`src/rtl/c8x_pkg.sv`:
```
// Shared types, opcode constants and the hex font table for the CHIP-8 executor.
`timescale 1ns / 1ps
`default_nettype none
package c8x_pkg;

    localparam logic [1:0] ACT_EXEC  = 2'd0;
    localparam logic [1:0] ACT_WRITE = 2'd1;
    localparam logic [1:0] ACT_READ  = 2'd2;

    localparam logic [1:0] DISP_NONE  = 2'd0;
    localparam logic [1:0] DISP_CLEAR = 2'd1;
    localparam logic [1:0] DISP_DRAW  = 2'd2;

    localparam logic [15:0] OP_CLS = 16'h00E0;
    localparam logic [15:0] OP_RET = 16'h00EE;

    localparam logic [3:0] GRP_JP    = 4'h1;
    localparam logic [3:0] GRP_CALL  = 4'h2;
    localparam logic [3:0] GRP_SE    = 4'h3;
    localparam logic [3:0] GRP_SNE   = 4'h4;
    localparam logic [3:0] GRP_SER   = 4'h5;
    localparam logic [3:0] GRP_LD    = 4'h6;
    localparam logic [3:0] GRP_ADD   = 4'h7;
    localparam logic [3:0] GRP_ALU   = 4'h8;
    localparam logic [3:0] GRP_SNER  = 4'h9;
    localparam logic [3:0] GRP_LDI   = 4'hA;
    localparam logic [3:0] GRP_JPV0  = 4'hB;
    localparam logic [3:0] GRP_RND   = 4'hC;
    localparam logic [3:0] GRP_DRW   = 4'hD;
    localparam logic [3:0] GRP_KEY   = 4'hE;
    localparam logic [3:0] GRP_MISC  = 4'hF;

    localparam logic [3:0] ALU_MOV  = 4'h0;
    localparam logic [3:0] ALU_OR   = 4'h1;
    localparam logic [3:0] ALU_AND  = 4'h2;
    localparam logic [3:0] ALU_XOR  = 4'h3;
    localparam logic [3:0] ALU_ADD  = 4'h4;
    localparam logic [3:0] ALU_SUB  = 4'h5;
    localparam logic [3:0] ALU_SHR  = 4'h6;
    localparam logic [3:0] ALU_SUBN = 4'h7;
    localparam logic [3:0] ALU_SHL  = 4'hE;

    localparam logic [7:0] KK_SKP   = 8'h9E;
    localparam logic [7:0] KK_SKNP  = 8'hA1;
    localparam logic [7:0] KK_GETDT = 8'h07;
    localparam logic [7:0] KK_WAITK = 8'h0A;
    localparam logic [7:0] KK_SETDT = 8'h15;
    localparam logic [7:0] KK_SETST = 8'h18;
    localparam logic [7:0] KK_ADDI  = 8'h1E;
    localparam logic [7:0] KK_FONT  = 8'h29;
    localparam logic [7:0] KK_BCD   = 8'h33;
    localparam logic [7:0] KK_STORE = 8'h55;
    localparam logic [7:0] KK_LOAD  = 8'h65;

    localparam int FONT_BYTES = 80;
    localparam logic [3:0] VF_IDX = 4'hF;

    typedef struct packed {
        logic       vx_we;
        logic [7:0] vx_val;
        logic       vf_we;
        logic [7:0] vf_val;
        logic       skip;
        logic       hold;
    } alu_res_t;

    function automatic logic [7:0] font_byte(input logic [6:0] a);
        logic [7:0] b;
        case (a)
            7'd0:  b = 8'hF0; 7'd1:  b = 8'h90; 7'd2:  b = 8'h90; 7'd3:  b = 8'h90;
            7'd4:  b = 8'hF0; 7'd5:  b = 8'h20; 7'd6:  b = 8'h60; 7'd7:  b = 8'h20;
            7'd8:  b = 8'h20; 7'd9:  b = 8'h70; 7'd10: b = 8'hF0; 7'd11: b = 8'h10;
            7'd12: b = 8'hF0; 7'd13: b = 8'h80; 7'd14: b = 8'hF0; 7'd15: b = 8'hF0;
            7'd16: b = 8'h10; 7'd17: b = 8'hF0; 7'd18: b = 8'h10; 7'd19: b = 8'hF0;
            7'd20: b = 8'h90; 7'd21: b = 8'h90; 7'd22: b = 8'hF0; 7'd23: b = 8'h10;
            7'd24: b = 8'h10; 7'd25: b = 8'hF0; 7'd26: b = 8'h80; 7'd27: b = 8'hF0;
            7'd28: b = 8'h10; 7'd29: b = 8'hF0; 7'd30: b = 8'hF0; 7'd31: b = 8'h80;
            7'd32: b = 8'hF0; 7'd33: b = 8'h90; 7'd34: b = 8'hF0; 7'd35: b = 8'hF0;
            7'd36: b = 8'h10; 7'd37: b = 8'h20; 7'd38: b = 8'h40; 7'd39: b = 8'h40;
            7'd40: b = 8'hF0; 7'd41: b = 8'h90; 7'd42: b = 8'hF0; 7'd43: b = 8'h90;
            7'd44: b = 8'hF0; 7'd45: b = 8'hF0; 7'd46: b = 8'h90; 7'd47: b = 8'hF0;
            7'd48: b = 8'h10; 7'd49: b = 8'hF0; 7'd50: b = 8'hF0; 7'd51: b = 8'h90;
            7'd52: b = 8'hF0; 7'd53: b = 8'h90; 7'd54: b = 8'h90; 7'd55: b = 8'hE0;
            7'd56: b = 8'h90; 7'd57: b = 8'hE0; 7'd58: b = 8'h90; 7'd59: b = 8'hE0;
            7'd60: b = 8'hF0; 7'd61: b = 8'h80; 7'd62: b = 8'h80; 7'd63: b = 8'h80;
            7'd64: b = 8'hF0; 7'd65: b = 8'hE0; 7'd66: b = 8'h90; 7'd67: b = 8'h90;
            7'd68: b = 8'h90; 7'd69: b = 8'hE0; 7'd70: b = 8'hF0; 7'd71: b = 8'h80;
            7'd72: b = 8'hF0; 7'd73: b = 8'h80; 7'd74: b = 8'hF0; 7'd75: b = 8'hF0;
            7'd76: b = 8'h80; 7'd77: b = 8'hF0; 7'd78: b = 8'h80; 7'd79: b = 8'h80;
            default: b = 8'h00;
        endcase
        return b;
    endfunction

endpackage
`default_nettype wire

```
`src/rtl/c8x_alu.sv`:
```
// Combinational ALU: register results, VF flag, skip and key-wait decisions.
`timescale 1ns / 1ps
`default_nettype none
module c8x_alu
    import c8x_pkg::*;
(
    input  wire logic [15:0] op,
    input  wire logic [7:0]  vx,
    input  wire logic [7:0]  vy,
    input  wire logic [15:0] keys,
    input  wire logic [7:0]  rnd,
    input  wire logic [7:0]  delay,
    output alu_res_t         res
);
    logic [8:0] sum;
    logic       down;
    logic [3:0] low_key;
    logic [7:0] kk;

    always_comb
    begin
        kk = op[7:0];
        sum = {1'b0, vx} + {1'b0, vy};
        down = (vx[7:4] == 4'h0) && keys[vx[3:0]];
        low_key = 4'h0;
        for (int i = 15; i >= 0; i--)
        begin
            if (keys[i])
            begin
                low_key = 4'(i);
            end
        end
        res = '0;
        case (op[15:12])
            GRP_SE:   res.skip = (vx == kk);
            GRP_SNE:  res.skip = (vx != kk);
            GRP_SER:  res.skip = (vx == vy);
            GRP_SNER: res.skip = (vx != vy);
            GRP_LD:
            begin
                res.vx_we = 1'b1;
                res.vx_val = kk;
            end
            GRP_ADD:
            begin
                res.vx_we = 1'b1;
                res.vx_val = vx + kk;
            end
            GRP_RND:
            begin
                res.vx_we = 1'b1;
                res.vx_val = rnd & kk;
            end
            GRP_ALU:
            begin
                res.vx_we = 1'b1;
                case (op[3:0])
                    ALU_MOV: res.vx_val = vy;
                    ALU_OR:  res.vx_val = vx | vy;
                    ALU_AND: res.vx_val = vx & vy;
                    ALU_XOR: res.vx_val = vx ^ vy;
                    ALU_ADD:
                    begin
                        res.vf_we = 1'b1;
                        res.vf_val = {7'd0, sum[8]};
                        res.vx_val = sum[7:0];
                    end
                    ALU_SUB:
                    begin
                        res.vf_we = 1'b1;
                        res.vf_val = {7'd0, vx > vy};
                        res.vx_val = vx - vy;
                    end
                    ALU_SHR:
                    begin
                        res.vf_we = 1'b1;
                        res.vf_val = {7'd0, vx[0]};
                        res.vx_val = {1'b0, vx[7:1]};
                    end
                    ALU_SUBN:
                    begin
                        res.vf_we = 1'b1;
                        res.vf_val = {7'd0, vy > vx};
                        res.vx_val = vy - vx;
                    end
                    ALU_SHL:
                    begin
                        res.vf_we = 1'b1;
                        res.vf_val = {7'd0, vx[7]};
                        res.vx_val = {vx[6:0], 1'b0};
                    end
                    default: res.vx_we = 1'b0;
                endcase
            end
            GRP_KEY:
            begin
                res.skip = ((kk == KK_SKP) && down) || ((kk == KK_SKNP) && !down);
            end
            GRP_MISC:
            begin
                if (kk == KK_GETDT)
                begin
                    res.vx_we = 1'b1;
                    res.vx_val = delay;
                end
                else if (kk == KK_WAITK)
                begin
                    if (keys == 16'h0000)
                    begin
                        res.hold = 1'b1;
                    end
                    else
                    begin
                        res.vx_we = 1'b1;
                        res.vx_val = {4'h0, low_key};
                    end
                end
            end
            default: res = '0;
        endcase
    end
endmodule
`default_nettype wire

```
`config.mk`:
```
export PLATFORM = sky130hd
export DESIGN_NAME = c8x_alu
export DESIGN_NICKNAME = d
export VERILOG_FILES = /design/src/rtl/c8x_pkg.sv /design/src/rtl/c8x_alu.sv
export SDC_FILE = /design/constraint.sdc
export NUM_CORES = 1
export LEC_CHECK = 0
export BUFFER_PORTS_ARGS = -buffer_cell sky130_fd_sc_hd__buf_4
export CORE_MARGIN = 4
export CORE_UTILIZATION = 45
export DETAILED_ROUTE_END_ITERATION = 10
export PLACE_DENSITY_LB_ADDON = 0.1
export SLEW_MARGIN = 20
export SYNTH_ARGS = -nofsm -noshare
export SYNTH_HDL_FRONTEND = slang
export SYNTH_SLANG_ARGS = --single-unit
```
`constraint.sdc`:
```
create_clock -name vclk -period 4.6
set_clock_uncertainty 0.1 [all_clocks]
set_input_delay 0.23 -clock vclk [all_inputs]
set_output_delay 0.23 -clock vclk [all_outputs]
set_load 0.01 [all_outputs]
```
### Word level (Yosys, flattened, before mapping)

Index checks and enable logic that the tools add are counted.

| operators by class | value |
|---|---|
| $add $sub $neg | 4 |
| $lt $le $gt $ge | 3 |
| equality and inequality tests | 26 |
| muxes and demuxes | 31 |
| bitwise operators | 4 |
| reductions and logical operators | 9 |

Operator list:

| operator | count |
|---|---|
| $pmux W9 S5 | 2 |
| $pmux W8 S9 | 1 |
| $mux W4 | 16 |
| $mux W9 | 4 |
| $eq A4 B3 Y1 const B | 8 |
| $eq A4 B4 Y1 const B | 6 |
| $and A8 B8 Y8 | 2 |
| $eq A8 B8 Y1 | 2 |
| $eq A8 B8 Y1 const B | 2 |
| $gt A8 B8 Y1 | 2 |
| $logic_not A16 Y1 | 1 |
| $ne A8 B8 Y1 | 2 |
| $sub A8 B8 Y8 | 2 |
| $eq A4 B2 Y1 const B | 3 |
| $add A8 B8 Y9 | 1 |
| $reduce_or A9 Y1 | 1 |
| $add A8 B8 Y8 | 1 |
| $eq A8 B3 Y1 const B | 1 |
| $eq A8 B4 Y1 const B | 1 |
| $logic_not A4 Y1 | 2 |
| $or A8 B8 Y8 | 1 |
| $xor A8 B8 Y8 | 1 |
| $mux W1 | 6 |
| $lt A4 B5 Y1 const B | 1 |
| other kinds (6) | 8 |

| word-level totals | value |
|---|---|
| bits in registers | 0 |
| output and inout port bits | 20 |
| word-level logic and storage cells | 77 |

### Depth between registers and ports, before layout

| logic depth | value |
|---|---|
| depth in word-level cells | 20 |
| mapped depth | 12 |
| gate-level depth less buffers | 11 |

### Worst setup path after synthesis

No wires, ideal clock.

| timing | value |
|---|---|
| kind | input -> output |
| start point | input port vx[1] |
| end point | output port res[18] (netlist name) |
| arrival time | 2.201 ns |
| data required time | 4.270 ns |
| slack | 2.069 ns |
| cell stages on the path | 10 |
| buffers on the path | 1 |
| path through | clkbuf_1 > inv_1 > ha_1 > nor2_1 > o311ai_1 > a21oi_1 > o2111a_1 > a2111oi_0 > o21ai_1 > a21o_1 |

RTL lines:

| what | line | RTL |
|---|---|---|
| from (decl) | c8x_alu.sv:8 | `input wire logic [7:0] vx,` |
| to (decl) | c8x_alu.sv:13 | `output alu_res_t res` |

==> impl_results.md <==
- WP buf/inv: 3
- Grt ovf: 0
- Fin. Hold Viols: 0
- Synth top area share: 16.6%
- Largest net degree at the start of global routing: 31
- Synth Cell Area: 2930 um2
- DR iter-0 viols: 278
- CTS-repair resized insts: 0
- Sequential fraction of the synthesis area: 0%
- Seq_cells: 0
- Most Crowded Layer GR: met2
- Count of different cell masters after synthesis: 66
- N_diodes: 0
- Die height: 88.7 um
- GR Layer Usage met3: 1.40%
- Leak: 0.00159 uW
- DP Wirelength: 7930 um
- Met2 Usage GRT: 41.8%
- Final TNS setup: 0 ns
- Finished Core Util: 54.7%
- Post-CTS Hold Fix Bufs: 0
- Core ar.: 6350 um2
- Top Family by Delay on Critical Path: compound AO/OA/AOI/OAI gates
- Reg area: 0 um2
- Synth area leader: ha_1
- CP peak stage delay: 0.37 ns
- Crit Path Max Fanout: 13
- RSZ-0062 raised after global routing: no
- All-Layer GR Usage: 24.2%
- Vias per inst: 6.15
- Initial Util: 46.2%
- Clock buf count: 0
- Sequential share of power: 0%
- Die X: 88.7 um
- RD Place Congestion: 0.885
- Area contributors post-synth: ha_1, a21oi_1, nor2_1, nand2_1, inv_1
- DR vias: 3439
- Crit path DAT: 2.54 ns
- Max Slew Vio Count: 0
- First drt pass iteration count: 5
- Critical path's slowest cell: ha_1
- Tightest Pin Transition: 0.978 ns
- Worst EP required: 4.27 ns
- IO Port Bufs: 73
- Max VDD drop: 0.0560 mV
- Clk pwr share: 0%
- Final setup fails: 0
- CP Class: in -> out
- Final net count: 591
- Vias in the first global route: 3210
- DR WL/cell: 17.5 um
- Initial antenna violation count: 0
- Met1 Track Usage GR: 33.7%
- Boundary pin count: 84
- Post-Route WL: 9760 um
- # DRC: 0
- Combinational power share: 100.0%
- # Max-Cap Violations: 0
- First-pass GRT wire length: 15500 um
- Fillers: 670
- Cell count after synthesis: 429
- Most frequent CP cell: buf_4
- Int Power: 155 uW
- Switch Pwr: 200 uW
- Sw Ratio: 56.4%
- Setup Buffers After CTS: 0
- Share of cells above drive strength 1: 17.6%
- HP Class: in -> out
- Fin crit period: 2.87 ns
- Period utilization: 62.4%
- Full die area: 7880 um2
- Row count: 29
- Worst slew margin: 34.3%
- Layout Area Growth over Synthesis: 18.5%
- Yosys warning count: 0
- Critical path capture point type: output pin
- PwrDens: 102 nW/um2
- Average size of a mapped cell: 6.84 um2
- Status: complete, no violations
- F_max: 348 MHz
- CP Cell Sequence: buf_4 -> inv_1 -> ha_1 -> nor2_1 -> o311ai_1 -> a21oi_1 -> o2111a_1 -> a2111oi_0 -> o21ai_1 -> a21o_1 -> buf_4
- Startpoint types: input port
- Routed Antenna Nets: 0
==> final cells by class <==
cell class | instances | area, um2 | share of cell area [%]
inverters | 35 | 131 | 3.78
multi-input cells | 372 | 2690 | 77.3
well taps | 77 | 96.3 | 2.77
repair buffers | 75 | 563 | 16.2
==> metrics by stage <==
step / instances / power, uW / worst slack [ns] / hold slack, ns / cell area, um2
after floorplan: 435 / 229 / 2.07 / 0.453 / 2960
final: 559 / 355 / 1.73 / 0.668 / 3480
after CTS: 559 / 351 / 1.67 / 0.666 / 3480
after global routing: 559 / 389 / 1.51 / 0.705 / 3480
after global placement: 559 / 347 / 1.69 / 0.680 / 3480
after detailed placement: 559 / 348 / 1.68 / 0.664 / 3480
==> power by group through the flow <==
stage                     combinational (uW)  clock, uW  sequential, uW
after floorplan                          229          0               0
after global placement                   347          0               0
after detailed placement                 348          0               0
after CTS                                351          0               0
after global routing                     389          0               0
final                                    355          0               0
==> logic make-up after synthesis <==
family          after synthesis  synth area share (%)
simple gates                154                  26.4
fa+ha+maj                    43                  19.4
mux                          16                  9.30
buf+inv                      63                  9.25
compound gates              139                  31.7
xor+xnor                     13                  3.88
other cells                   1                 0.128
==> per-layer routing <==
layer  share of wire, %  vias up
li1                   -     1672
met1                 45     1600
met2                 47      157
met3                6.8       10
met4                1.4        0
met5                  0        -
==> path summary, 6_finish.rpt <==
check	startpoint	end	cells after the start
setup / recovery	vx[1]	res[18]	11
hold / removal	keys[0]	res[11]	3
==> layout by cell type, fill, tap and decap left out, drive strengths merged, types with 4 or more instances in the layout <==
master	Yosys	layout
a211oi	5	5
a21o	10	10
a21oi	37	37
a22oi	4	4
buf	10	75
conb	1	7
fa	4	4
ha	39	39
inv	34	34
mux2i	7	7
mux4	8	8
nand2	37	37
nand2b	11	11
nand3	7	7
nor2	40	40
nor2b	14	14
nor3	15	15
nor4	4	4
o211ai	4	4
o21ai	27	27
o21bai	5	5
o221ai	4	4
o31ai	7	7
or3	6	6
xnor2	10	10
==> cells in the mapped netlist, types with 4 or more instances <==
cell      count
clkbuf_1     18
or3_1         6
a21o_1       10
nor2b_1      14
o221ai_1      4
nand3_1       7
xnor2_1      10
buf_4         7
a22oi_1       4
ha_1         39
o211ai_1      4
o31ai_1       7
a211oi_1      5
nor3_1       15
o21ai_0      11
inv_1        31
nor4_1        4
a21oi_1      37
o21bai_1      5
nand2b_1     11
o21ai_1      16
mux4_2        5
fa_1          4
nor2_1       40
nand2_1      37
mux2i_1       7
==> tightest hold or removal path: cells and delay by family <==
kind / cells / cell delay, ns
compound gates: 1 / 0.07
buf+inv: 2 / 0.23
(Power assumes the default switching activity.)
